<file path="config.mk">
export PLATFORM = sky130hd
export DESIGN_NAME = text_field_validator_top
export DESIGN_NICKNAME = d
export VERILOG_FILES = /design/src/hdl/tfv_pkg.sv /design/src/hdl/tfv_step.sv /design/src/hdl/tfv_result_queue.sv /design/src/hdl/text_field_validator_top.sv
export SDC_FILE = /design/constraint.sdc
export NUM_CORES = 1
export LEC_CHECK = 0
export BUFFER_PORTS_ARGS = -buffer_cell sky130_fd_sc_hd__buf_4
export CORE_MARGIN = 5
export CORE_UTILIZATION = 55
export DETAILED_ROUTE_END_ITERATION = 8
export PLACE_DENSITY = 0.75
export SETUP_SLACK_MARGIN = 0.3
export SLEW_MARGIN = 40
export SYNTH_ARGS = -nofsm -noshare
export SYNTH_HDL_FRONTEND = slang
export SYNTH_SLANG_ARGS = --single-unit
</file>
<file path="constraint.sdc">
create_clock -name clk -period 4.3 [get_ports clk]
set_input_delay 0.43 -clock clk [delete_from_list [all_inputs] [get_ports clk]]
set_output_delay 0.43 -clock clk [all_outputs]
set_load 0.005 [all_outputs]
</file>
<file path="src/hdl/tfv_pkg.sv">
// Package for the text field validator: payload, result, configuration and field state types.
// Shared constants and codes. No dependencies.
package tfv_pkg;

    localparam int LENGTH_BITS = 16;
    localparam int LEN_OUT_W   = 16;
    localparam int CMP_W       = (LENGTH_BITS > LEN_OUT_W) ? LENGTH_BITS : LEN_OUT_W;
    localparam int CFG_W       = 16;
    localparam int CP_W        = 21;

    localparam logic [CP_W-1:0] CP_MAX       = 21'h10FFFF;
    localparam logic [CP_W-1:0] CP_SURR_LO   = 21'h00D800;
    localparam logic [CP_W-1:0] CP_SURR_HI   = 21'h00DFFF;
    localparam logic [CP_W-1:0] CP_MIN_TWO   = 21'h000080;
    localparam logic [CP_W-1:0] CP_MIN_THREE = 21'h000800;
    localparam logic [CP_W-1:0] CP_MIN_FOUR  = 21'h010000;

    typedef enum logic [1:0] {
        STATUS_OK       = 2'd0,
        STATUS_BAD_LEN  = 2'd1,
        STATUS_BAD_UTF8 = 2'd2,
        STATUS_BAD_CHAR = 2'd3
    } status_t;

    typedef enum logic [1:0] {
        CS_PRINTABLE  = 2'd0,
        CS_ALNUM      = 2'd1,
        CS_IDENTIFIER = 2'd2,
        CS_ANY        = 2'd3
    } charset_t;

    typedef enum logic [1:0] {
        REG_MIN_LENGTH   = 2'd0,
        REG_MAX_LENGTH   = 2'd1,
        REG_CHARSET_MODE = 2'd2
    } reg_index_t;

    typedef struct packed {
        logic [7:0] data_byte;
        logic       last;
        logic       no_bytes;
    } item_t;

    typedef struct packed {
        status_t                status;
        logic [LEN_OUT_W-1:0]   field_length;
    } result_t;

    typedef struct packed {
        logic [CFG_W-1:0] min_length;
        logic [CFG_W-1:0] max_length;
        charset_t         charset_mode;
    } cfg_t;

    typedef struct packed {
        logic [LENGTH_BITS-1:0] byte_count;
        logic [1:0]             pending;
        logic [1:0]             seq_extra;
        logic [CP_W-1:0]        partial_cp;
        logic                   enc_err;
        logic                   char_err;
    } field_t;

endpackage

</file>
<file path="src/hdl/tfv_step.sv">
// Per-byte field update: length count, strict UTF-8 decode, charset check, status.
// Depends on tfv_pkg.
module tfv_step (
    input  tfv_pkg::field_t  field,
    input  tfv_pkg::item_t   item,
    input  tfv_pkg::cfg_t    cfg,
    output tfv_pkg::field_t  field_next,
    output logic             emit,
    output tfv_pkg::result_t res
);
    import tfv_pkg::*;

    logic [7:0]      b;
    field_t          upd;
    logic [CP_W-1:0] cp_cont;
    logic            bad_cp;
    logic            alnum;
    logic            allowed;
    logic            enc_final;
    logic [CMP_W-1:0] cnt_ext;
    logic [CMP_W-1:0] min_ext;
    logic [CMP_W-1:0] max_ext;

    assign b       = item.data_byte;
    assign cp_cont = {field.partial_cp[CP_W-7:0], b[5:0]};
    assign alnum   = (b >= 8'h30 && b <= 8'h39) || (b >= 8'h41 && b <= 8'h5A)
                  || (b >= 8'h61 && b <= 8'h7A);

    always_comb
    begin
        case (cfg.charset_mode)
            CS_PRINTABLE:  allowed = (b == 8'h09) || (b >= 8'h20 && b != 8'h7F);
            CS_ALNUM:      allowed = alnum;
            CS_IDENTIFIER: allowed = alnum || b == 8'h2E || b == 8'h5F || b == 8'h2D;
            CS_ANY:        allowed = 1'b1;
            default:       allowed = 1'b1;
        endcase
    end

    always_comb
    begin
        bad_cp = 1'b0;
        if (field.seq_extra == 2'd1 && cp_cont < CP_MIN_TWO)   bad_cp = 1'b1;
        if (field.seq_extra == 2'd2 && cp_cont < CP_MIN_THREE) bad_cp = 1'b1;
        if (field.seq_extra == 2'd3 && cp_cont < CP_MIN_FOUR)  bad_cp = 1'b1;
        if (cp_cont > CP_MAX)                                  bad_cp = 1'b1;
        if (cp_cont >= CP_SURR_LO && cp_cont <= CP_SURR_HI)    bad_cp = 1'b1;
    end

    always_comb
    begin
        upd = field;
        if (!item.no_bytes)
        begin
            if (field.byte_count != '1)
                upd.byte_count = field.byte_count + LENGTH_BITS'(1);
            if (field.pending != 2'd0)
            begin
                if (b[7:6] != 2'b10)
                begin
                    upd.enc_err    = 1'b1;
                    upd.pending    = 2'd0;
                    upd.seq_extra  = 2'd0;
                    upd.partial_cp = '0;
                end
                else if (field.pending == 2'd1)
                begin
                    upd.pending    = 2'd0;
                    upd.seq_extra  = 2'd0;
                    upd.partial_cp = '0;
                    if (bad_cp)
                        upd.enc_err = 1'b1;
                end
                else
                begin
                    upd.pending    = field.pending - 2'd1;
                    upd.partial_cp = cp_cont;
                end
            end
            else if (!b[7])
            begin
                if (!allowed)
                    upd.char_err = 1'b1;
            end
            else if (b[7:5] == 3'b110)
            begin
                upd.seq_extra  = 2'd1;
                upd.pending    = 2'd1;
                upd.partial_cp = CP_W'(b[4:0]);
            end
            else if (b[7:4] == 4'b1110)
            begin
                upd.seq_extra  = 2'd2;
                upd.pending    = 2'd2;
                upd.partial_cp = CP_W'(b[3:0]);
            end
            else if (b[7:3] == 5'b11110)
            begin
                upd.seq_extra  = 2'd3;
                upd.pending    = 2'd3;
                upd.partial_cp = CP_W'(b[2:0]);
            end
            else
            begin
                upd.enc_err = 1'b1;
            end
        end
    end

    assign emit      = item.last || item.no_bytes;
    assign enc_final = upd.enc_err || (upd.pending != 2'd0);
    assign cnt_ext   = CMP_W'(upd.byte_count);
    assign min_ext   = CMP_W'(cfg.min_length);
    assign max_ext   = CMP_W'(cfg.max_length);

    always_comb
    begin
        if (cnt_ext < min_ext || cnt_ext > max_ext)
            res.status = STATUS_BAD_LEN;
        else if (enc_final)
            res.status = STATUS_BAD_UTF8;
        else if (upd.char_err)
            res.status = STATUS_BAD_CHAR;
        else
            res.status = STATUS_OK;
        if (cnt_ext > CMP_W'({LEN_OUT_W{1'b1}}))
            res.field_length = '1;
        else
            res.field_length = cnt_ext[LEN_OUT_W-1:0];
    end

    assign field_next = emit ? '0 : upd;

endmodule

</file>
<file path="src/hdl/tfv_result_queue.sv">
// Two-entry result queue between the decode logic and the output channel.
// Depends on tfv_pkg.
module tfv_result_queue (
    input  logic             clk,
    input  logic             rst_n,
    input  logic             push,
    input  tfv_pkg::result_t push_data,
    output logic             full,
    output logic             valid,
    input  logic             stall,
    output tfv_pkg::result_t head
);
    import tfv_pkg::*;

    result_t    e0_reg;
    result_t    e1_reg;
    logic [1:0] cnt_reg;
    logic [1:0] cnt_next;
    logic       pop;

    assign valid = (cnt_reg != 2'd0);
    assign full  = (cnt_reg == 2'd2);
    assign pop   = valid && !stall;
    assign head  = e0_reg;

    always_comb
    begin
        cnt_next = cnt_reg;
        if (push && !pop)
            cnt_next = cnt_reg + 2'd1;
        else if (pop && !push)
            cnt_next = cnt_reg - 2'd1;
    end

    always_ff @(posedge clk or negedge rst_n)
    begin
        if (!rst_n)
            cnt_reg <= 2'd0;
        else
            cnt_reg <= cnt_next;
    end

    always_ff @(posedge clk)
    begin
        if (push && !pop)
        begin
            if (cnt_reg == 2'd0)
                e0_reg <= push_data;
            else
                e1_reg <= push_data;
        end
        else if (pop && !push)
        begin
            e0_reg <= e1_reg;
        end
        else if (pop && push)
        begin
            if (cnt_reg == 2'd1)
                e0_reg <= push_data;
            else
            begin
                e0_reg <= e1_reg;
                e1_reg <= push_data;
            end
        end
    end

endmodule

</file>
<file path="src/hdl/text_field_validator_top.sv">
// Top level of the text field validator: config registers, field state, result queue.
// Depends on tfv_pkg, tfv_step and tfv_result_queue.
//
// Takes one byte of a text field per cycle while the input is not stalled, and gives
// one status and length per field. A result is registered in the result queue and
// at the earliest shows on the output in the cycle after the request carrying last
// or no_bytes is accepted, behind any results still queued. The input stalls
// exactly while both entries of the two-entry result queue are occupied.
// Configuration writes take effect on the next byte; there is no clearing pass.
module text_field_validator_top (
    input  logic                       clk,
    input  logic                       rst_n,
    input  logic                       item_valid,
    output logic                       item_stall,
    input  tfv_pkg::item_t             item,
    output logic                       result_valid,
    input  logic                       result_stall,
    output tfv_pkg::result_t           result,
    input  logic                       cfg_write,
    input  logic [1:0]                 cfg_index,
    input  logic [tfv_pkg::CFG_W-1:0]  cfg_data
);
    import tfv_pkg::*;

    cfg_t    cfg_reg;
    field_t  field_reg;
    field_t  field_next;
    logic    emit;
    result_t step_res;
    logic    accept;
    logic    q_full;

    assign accept     = item_valid && !item_stall;
    assign item_stall = q_full;

    always_ff @(posedge clk or negedge rst_n)
    begin
        if (!rst_n)
        begin
            cfg_reg.min_length   <= '0;
            cfg_reg.max_length   <= '1;
            cfg_reg.charset_mode <= CS_PRINTABLE;
        end
        else if (cfg_write)
        begin
            unique case (reg_index_t'(cfg_index))
                REG_MIN_LENGTH:   cfg_reg.min_length   <= cfg_data;
                REG_MAX_LENGTH:   cfg_reg.max_length   <= cfg_data;
                REG_CHARSET_MODE: cfg_reg.charset_mode <= charset_t'(cfg_data[1:0]);
                default:          cfg_reg              <= cfg_reg;
            endcase
        end
    end

    tfv_step u_step (
        .field      (field_reg),
        .item       (item),
        .cfg        (cfg_reg),
        .field_next (field_next),
        .emit       (emit),
        .res        (step_res)
    );

    always_ff @(posedge clk or negedge rst_n)
    begin
        if (!rst_n)
            field_reg <= '0;
        else if (accept)
            field_reg <= field_next;
    end

    tfv_result_queue u_queue (
        .clk       (clk),
        .rst_n     (rst_n),
        .push      (accept && emit),
        .push_data (step_res),
        .full      (q_full),
        .valid     (result_valid),
        .stall     (result_stall),
        .head      (result)
    );

    a_stall_needs_result: assert property (@(posedge clk) disable iff (!rst_n)
        item_stall |-> result_valid)
        else $error("input stalled with no result held");

    a_field_cleared: assert property (@(posedge clk) disable iff (!rst_n)
        accept && (item.last || item.no_bytes) |=>
            field_reg.byte_count == '0 && field_reg.pending == 2'd0
            && !field_reg.enc_err && !field_reg.char_err)
        else $error("field state not cleared after field end");

    a_pending_bound: assert property (@(posedge clk) disable iff (!rst_n)
        field_reg.pending <= field_reg.seq_extra)
        else $error("pending continuations exceed sequence length");

    a_result_after_end: assert property (@(posedge clk) disable iff (!rst_n)
        accept && (item.last || item.no_bytes) |=> result_valid)
        else $error("field end produced no result");

endmodule

</file>
==> impl_summary.log, run 1 <==
INFO  metric outcome = finished, final reports clean
INFO  metric clk_path_buf_depth = 2
INFO  metric hold_path_class = in -> async
INFO  metric synthSimpleGateAreaFrac = 14.91%
INFO  metric layout.cells.most_common_list = 78 x nand2_1, 63 x buf_4, 58 x o21ai_0, 56 x dfrtp_1, 48 x inv_1
INFO  metric max-slew-margin-rel = 36.74%
INFO  metric layoutNonFillerInstCount = 782
INFO  metric total_power = 2.768 mW
INFO  metric final_min_period_over_clock_period = 89.16%
INFO  metric htree_levels = 3
INFO  metric detail_route.vias_per_cell = 5.839
INFO  metric fin_setup_tns = 0 ns
INFO  metric synth-warning-count = 0
INFO  metric slew_of_the_pin_with_the_lowest_slew_margin = 0.9390 ns
INFO  metric die_y = 114.1 µm
INFO  metric place.detailed.instances = 764
INFO  metric yosys_most_used_dff = dfrtp_1
INFO  metric antenna_cells_inserted = 0
INFO  metric die-area = 13020 µm²
INFO  metric num-nets-final = 709
INFO  metric rr_worst_depth = 13
INFO  metric asyncSetResetFlopFracSynth = 66.97%
INFO  metric setup.worst_path.class = reg -> reg
INFO  metric grtUsageTotal = 20.92%
INFO  metric route.detailed.drc = 0
INFO  metric crit_path_end = u_queue.head[17]$_DFFE_PP_
INFO  metric finalWeightedCongestion = 0.8748
INFO  metric hpwl = 9617 µm
INFO  metric power-per-cell-area = 409.0 nW/µm²
INFO  metric end_kind = register
INFO  metric regToRegStartpoint = field_reg[27]$_DFFE_PN0P_
INFO  metric die_x = 114.1 µm
INFO  metric yosys_register_bits = 109
INFO  metric detail_route.first_pass.iterations = 5
INFO  metric yosysUniqueCellTypes = 65
INFO  metric floorplan.io_pins = 53
INFO  metric cts.root.buffer_cell = clkbuf_8
INFO  metric cp_max_fo = 6
INFO  metric r2r_path_end = u_queue.head[17]$_DFFE_PP_
INFO  metric grt_pass1_vias = 4384
INFO  metric fp.coreArea = 10750 µm²
INFO  metric total_cts_buffers = 9
INFO  metric maxClockFrequency = 260.8 MHz
INFO  metric timing.final.max_slew_violations = 0
INFO  metric synth.area.mux_share = 5.417%
INFO  metric area_growth = 13.56%
INFO  metric clock_skew = 0.01013 ns
INFO  metric tritoncts_num_sinks = 109
INFO  metric globalRouteOverflowTotal = 0
INFO  metric synth.avg_cell_area = 10.20 µm²
INFO  metric initialDrtViolationCount = 303
INFO  metric synth-seq-area-share = 49.13%
INFO  metric finalSetupViolations = 0
INFO  metric period_needed = 3.834 ns
INFO  metric core.rowCount = 38
INFO  metric pin_count_of_the_biggest_net_entering_global_routing = 74
INFO  metric total_leakage_power = 3.001 nW
INFO  metric cts_tree = yes
INFO  metric drv_cap = 0
INFO  metric rrSetupSlack = 0.47 ns
INFO  metric initial_antenna_violation_count = 0
INFO  metric clk-insertion-delay-late = 0.38 ns
INFO  metric vdd_drop_max = 0.3097 mV
INFO  metric synth_xor_xnor_area_share = 2.519%
INFO  metric synth_cells = 584
INFO  metric mappedNetlistNets = 656
INFO  metric critPathRequiredTime = 4.43 ns
INFO  metric post_route_cells_drive_above_1_share = 22.12%
INFO  metric wire_length_of_the_first_global_routing_pass = 21530 µm
INFO  metric largest_reg_flops = 37
INFO  metric rsz0062_at_grt = false
INFO  metric postRouteAntennaNets = 0
INFO  metric io_buffers = 52
INFO  metric synth_top_family_by_area = compound AO/OA/AOI/OAI gates
INFO  metric routed_wirelength = 13190 µm
INFO  metric vias = 4566
INFO  metric final_hold_viol_count = 0
INFO  metric crit_start = field_reg[27]$_DFFE_PN0P_
INFO  metric path_clk_slew = 0.10 ns
INFO  metric synth_compound_area_share = 15.28%
INFO  metric number_of_flops_mapped_to_enable_cells_by_yosys = 36
INFO  metric avgRoutedWirePerCell = 16.86 µm
INFO  metric initial_standard_cell_utilization_of_the_core = 55.46%
INFO  metric cp.arrival = 3.97 ns
INFO  metric layout_commonest_cell = nand2_1
INFO  metric post_synth_fa_ha_maj_area_fraction = 8.188%
INFO  metric critical_path.startpoint_type = register
INFO  metric final_layout_fill_cell_count = 888
INFO  metric syn_area = 5959 µm²
timing repair:
item / 4_1_cts / 5_1_grt
gates resized for setup: 0 / 6
endpoints found under the setup margin: 0 / 3
hold buffers: 0 / 0
buffers inserted: 0 / 1
Yosys cell counts, drive strengths merged, types with 2 or more instances:
cell	number	area share (%)
o31ai	6	0.84
clkbuf	20	1.3
a22o	9	1.3
buf	2	0.21
a211oi	6	0.76
xnor2	6	1.2
nand2b	5	0.52
or3	3	0.31
dfstp	16	7.1
a41oi	3	0.44
nand2	78	4.9
or4	2	0.25
and4	3	0.48
nand3b	3	0.38
and4b	2	0.34
mux2	26	4.9
a21oi	28	2.5
nor2b	4	0.42
and2	2	0.21
or2	2	0.21
o41ai	3	0.44
o21ai	60	5.0
mux2i	3	0.50
nand4	9	1.2
dfrtp	57	24
a31oi	3	0.31
nor3	8	0.86
nand3	14	1.3
nor3b	2	0.25
nor4	3	0.31
o221ai	3	0.44
inv	49	3.1
a21boi	2	0.25
ha	39	8.2
edfxtp	36	18
nor4b	2	0.29
nor2	34	2.3
o211ai	3	0.38
o21a	3	0.38
a21o	3	0.38
xor2	9	1.3
layer usage:
layer	wire, µm	vias to the layer above	GRT usage [%]
met2	6069	154	32.79
met1	5991	2192	29.53
met4	324	0	7.601
li1	-	2193	-
met3	803	27	3.436
met5	0	-	0
kinds of logic after synthesis:
logic type,after synthesis
simple gates,179
compound gates,142
flops,109
buf+inv,71
fa+ha+maj,39
mux,29
xor+xnor,15
cell type report:
type / count / area, µm² / share of cell area, %
flip-flops and latches: 109 / 2929 / 43.28
multi-input cells: 404 / 2806 / 41.47
repair buffers: 64 / 484.2 / 7.155
inverters: 49 / 183.9 / 2.718
well taps: 140 / 175.2 / 2.588
clock buffers: 13 / 170.2 / 2.514
clock inverters: 3 / 18.77 / 0.2773
worst max-delay path, cell delays in order (launching register included):
cell	delay [ns]
dfrtp_2	0.47
ha_1	0.25
nand3_1	0.14
nor2_4	0.07
a21oi_1	0.27
and4_2	0.32
xnor2_2	0.14
inv_1	0.11
ha_1	0.32
a21oi_1	0.12
o21ai_0	0.12
or4b_2	0.67
o311a_4	0.39
a22o_1	0.20
through the flow:
step                hold WS, ns  util (%)  instance area, µm²  setup slack (ns)
CTS                     0.08122     62.45                6710            0.3625
floorplan                0.1344         -                5959            0.7344
global route             0.1015     62.98                6768            0.3130
global placement         0.4627     60.65                6518            0.5139
detailed placement       0.4718     60.69                6521            0.3885
finish                  0.06207     62.98                6768            0.4660
where the power goes:
part / switching [mW] / internal [mW] / leakage, nW / total (mW)
clock: 0.335 / 0.262 / 0.0985 / 0.597
sequential: 0.0688 / 1.31 / 1.28 / 1.38
combinational: 0.455 / 0.340 / 1.62 / 0.795
how the worst min path moves through the flow:
stage,end,slack (ns),depth (start not counted),startpoint
after floorplan,cfg_reg[0]$_DFFE_PN0P_,0.13,0,rst_n
after global placement,field_reg[15]$_DFFE_PN0P_,0.46,2,field_reg[15]$_DFFE_PN0P_
after detailed placement,field_reg[14]$_DFFE_PN0P_,0.47,2,field_reg[14]$_DFFE_PN0P_
after CTS,field_reg[9]$_DFFE_PN0P_,0.08,1,rst_n
after global routing,field_reg[12]$_DFFE_PN0P_,0.10,1,rst_n
final,field_reg[9]$_DFFE_PN0P_,0.06,1,rst_n
Power figures use the tool's default switching activity.
==> run 2, diff against run 1 <==
Settings changed: CELL_PAD_IN_SITES_DETAIL_PLACEMENT set to 2, CELL_PAD_IN_SITES_GLOBAL_PLACEMENT set to 2, CORE_UTILIZATION 55 to 39, PLACE_DENSITY 0.75 to unset, PLACE_DENSITY_LB_ADDON set to 0.1.
==> impl_summary.log, run 2 (synthesis gave the netlist of run 1 again) <==
INFO  metric die-area = 17850 µm² (+37%)
INFO  metric grt_pass1_vias = 5105 (+16%)
INFO  metric power-per-cell-area = 443.1 nW/µm² (+8.3%)
INFO  metric fin_setup_tns = 0 ns (unchanged)
INFO  metric hpwl = 13080 µm (+36%)
INFO  metric seqPwrFrac = 44.8% (-4.9 points)
INFO  metric floorplan.io_pins = 53 (unchanged)
INFO  metric fin_hold_ws = 0.04181 ns (-0.02027 ns)
INFO  metric initialDrtViolationCount = 213 (-30%)
INFO  metric drv_cap = 0 (unchanged)
INFO  metric period_needed = 3.864 ns (+0.02969 ns)
INFO  metric net-switching-power = 0.9822 mW (+14%)
INFO  metric clock_skew = 0.006635 ns (-0.003498 ns)
INFO  metric initial_antenna_violation_count = 0 (unchanged)
INFO  metric final_hold_viol_count = 0 (unchanged)
INFO  metric vdd_drop_max = 0.2090 mV (-33%)
INFO  metric num-nets-final = 714 (+0.71%)
INFO  metric switching_fraction = 31.78% (+0.78 points)
INFO  metric avgRoutedWirePerCell = 21.33 µm (+27%)
INFO  metric die_y = 133.6 µm (+17%)
INFO  metric io_buffers = 52 (unchanged)
INFO  metric setup.worst_path.class = reg -> reg
INFO  metric htree_levels = 3 (unchanged)
INFO  metric postLayoutSetupSlackWorst = 0.4363 ns (-0.02969 ns)
INFO  metric critPathRequiredTime = 4.42 ns (about the same)
INFO  metric vias = 4720 (+3.4%)
INFO  metric fp.coreArea = 15090 µm² (+40%)
INFO  metric clk-insertion-delay-late = 0.36 ns (-0.02 ns)
INFO  metric largest_reg_flops = 37 (unchanged)
INFO  metric wire_length_of_the_first_global_routing_pass = 28710 µm (+33%)
INFO  metric rsz0062_at_grt = false
INFO  metric max-slew-margin-rel = 46.25% (+9.5 points)
INFO  metric core.rowCount = 45 (+18%)
INFO  metric post_route_cells_drive_above_1_share = 23.34% (+1.2 points)
INFO  metric slew_of_the_pin_with_the_lowest_slew_margin = 0.7958 ns (-0.1432 ns)
INFO  metric maxClockFrequency = 258.8 MHz (-0.77%)
INFO  metric globalRouteOverflowTotal = 0 (unchanged)
INFO  metric postRouteAntennaNets = 0 (unchanged)
INFO  metric clk_path_buf_depth = 2 (unchanged)
INFO  metric combPwrFrac = 27.9% (-0.8 points)
INFO  metric route.detailed.drc = 0 (unchanged)
INFO  metric hold_path_class = in -> async
INFO  metric antenna_cells_inserted = 0 (unchanged)
INFO  metric total_power = 3.091 mW (+12%)
INFO  metric internal_power = 2.108 mW (+10%)
INFO  metric multiInputGateArea = 2820 µm² (+0.49%)
INFO  metric pre_cts_slack = 0.2716 ns (-0.1169 ns)
INFO  metric finalWeightedCongestion = 0.8788 (+0.46%)
INFO  metric detail_route.first_pass.iterations = 4 (-1)
INFO  metric timing.final.max_slew_violations = 0 (unchanged)
INFO  metric final_layout_fill_cell_count = 1583 (+78%)
INFO  metric tritoncts_num_sinks = 109 (unchanged)
INFO  metric layout.cells.most_common_list = 78 x nand2_1, 68 x buf_4, 58 x o21ai_0, 56 x dfrtp_1, 48 x inv_1
INFO  metric pin_count_of_the_biggest_net_entering_global_routing = 74 (unchanged)
INFO  metric cts_hold_repair.buffers = 0 (unchanged)
INFO  metric routed_wirelength = 17810 µm (+35%)
INFO  metric critical_path.startpoint_type = register
INFO  metric total_leakage_power = 3.076 nW (+2.5%)
INFO  metric seq_area = 2929 µm² (unchanged)
INFO  metric die_x = 133.6 µm (+17%)
INFO  metric clock_power_share = 27.3% (+5.7 points)
INFO  metric cts.root.buffer_cell = clkbuf_16
INFO  metric outcome = finished, final reports clean
INFO  metric layout_commonest_cell = nand2_1
INFO  metric cp.arrival = 3.98 ns (about the same)
INFO  metric path_clk_slew = 0.07 ns (-0.03 ns)
INFO  metric area_growth = 17.03%
INFO  metric cts_tree = yes
INFO  metric end_kind = register
INFO  metric total_cts_buffers = 9 (unchanged)
INFO  metric cp_max_fo = 7 (+1)
INFO  metric grtUsageTotal = 20.56% (-0.36 points)
INFO  metric final_min_period_over_clock_period = 89.85% (+0.69 points)
INFO  metric finalSetupViolations = 0 (unchanged)
INFO  metric detail_route.vias_per_cell = 5.653 (-3.2%)
INFO  metric initial_standard_cell_utilization_of_the_core = 39.49% (-16 points)
run 2: metal layers:
| layer | GRT usage, % | vias up | wire, µm |
|---|---|---|---|
| met5 | 0 | - | 0 |
| met4 | 5.086 | 0 | 311 |
| met3 | 4.230 | 22 | 479 |
| met2 | 35.36 | 74 | 8819 |
| met1 | 26.61 | 2420 | 8204 |
| li1 | - | 2204 | - |
run 2: worst paths after layout:
check / startpoint / to / slack (ns) / cells after the start
worst min register to register: field_reg[15]$_DFFE_PN0P_ / field_reg[15]$_DFFE_PN0P_ / 0.50 / 2
worst max register to register: field_reg[33]$_DFFE_PN0P_ / u_queue.head[17]$_DFFE_PP_ / 0.44 / 11
worst min-delay path: rst_n / u_queue.cnt_reg[0]$_DFFE_PN0P_ / 0.04 / 1
min in group clk: cfg_data[7] / cfg_reg[25]$_DFFE_PN0P_ / 0.29 / 3
worst max-delay path: field_reg[33]$_DFFE_PN0P_ / u_queue.head[17]$_DFFE_PP_ / 0.44 / 11
max in group asynchronous: rst_n / field_reg[27]$_DFFE_PN0P_ / 3.62 / 1
run 2: stage by stage:
step	instances	utilization [%]	cell area [µm²]
after floorplan	584	-	5959
after global placement	815	43.76	6604
after detailed placement	816	43.86	6618
after CTS	833	45.85	6919
after global routing	835	46.22	6974
final	835	46.22	6974
run 2: layout make-up:
type	count	area share (%)
flip-flops and latches	109	42.00
multi-input cells	404	40.44
repair buffers	69	7.481
well taps	188	3.373
clock buffers	11	3.337
inverters	49	2.637
clock inverters	5	0.7356
run 2: power groups by stage:
stage                     logic, mW  registers (mW)  clock network, mW
final                         0.863            1.38              0.844
after global routing          0.963            1.40              0.910
after CTS                     0.877            1.39              0.871
after detailed placement      0.866            1.41                  0
after global placement        0.814            1.40                  0
after floorplan               0.470            1.39                  0
run 2: repair_timing:
action                                  in CTS  in global routing
resized for setup                            2                  6
setup buffers                                1                  2
pin swaps                                    1                  1
endpoints found under the setup margin       1                  3
run 2: worst max-delay path, stage by stage (launching register included):
cell	delay, ns
dfrtp_1	0.53
and4_2	0.34
nand2_1	0.12
o31ai_4	0.39
xnor2_1	0.27
buf_4	0.22
ha_1	0.18
a21oi_1	0.14
o21ai_0	0.13
or4b_2	0.69
o311a_4	0.41
a22o_1	0.20
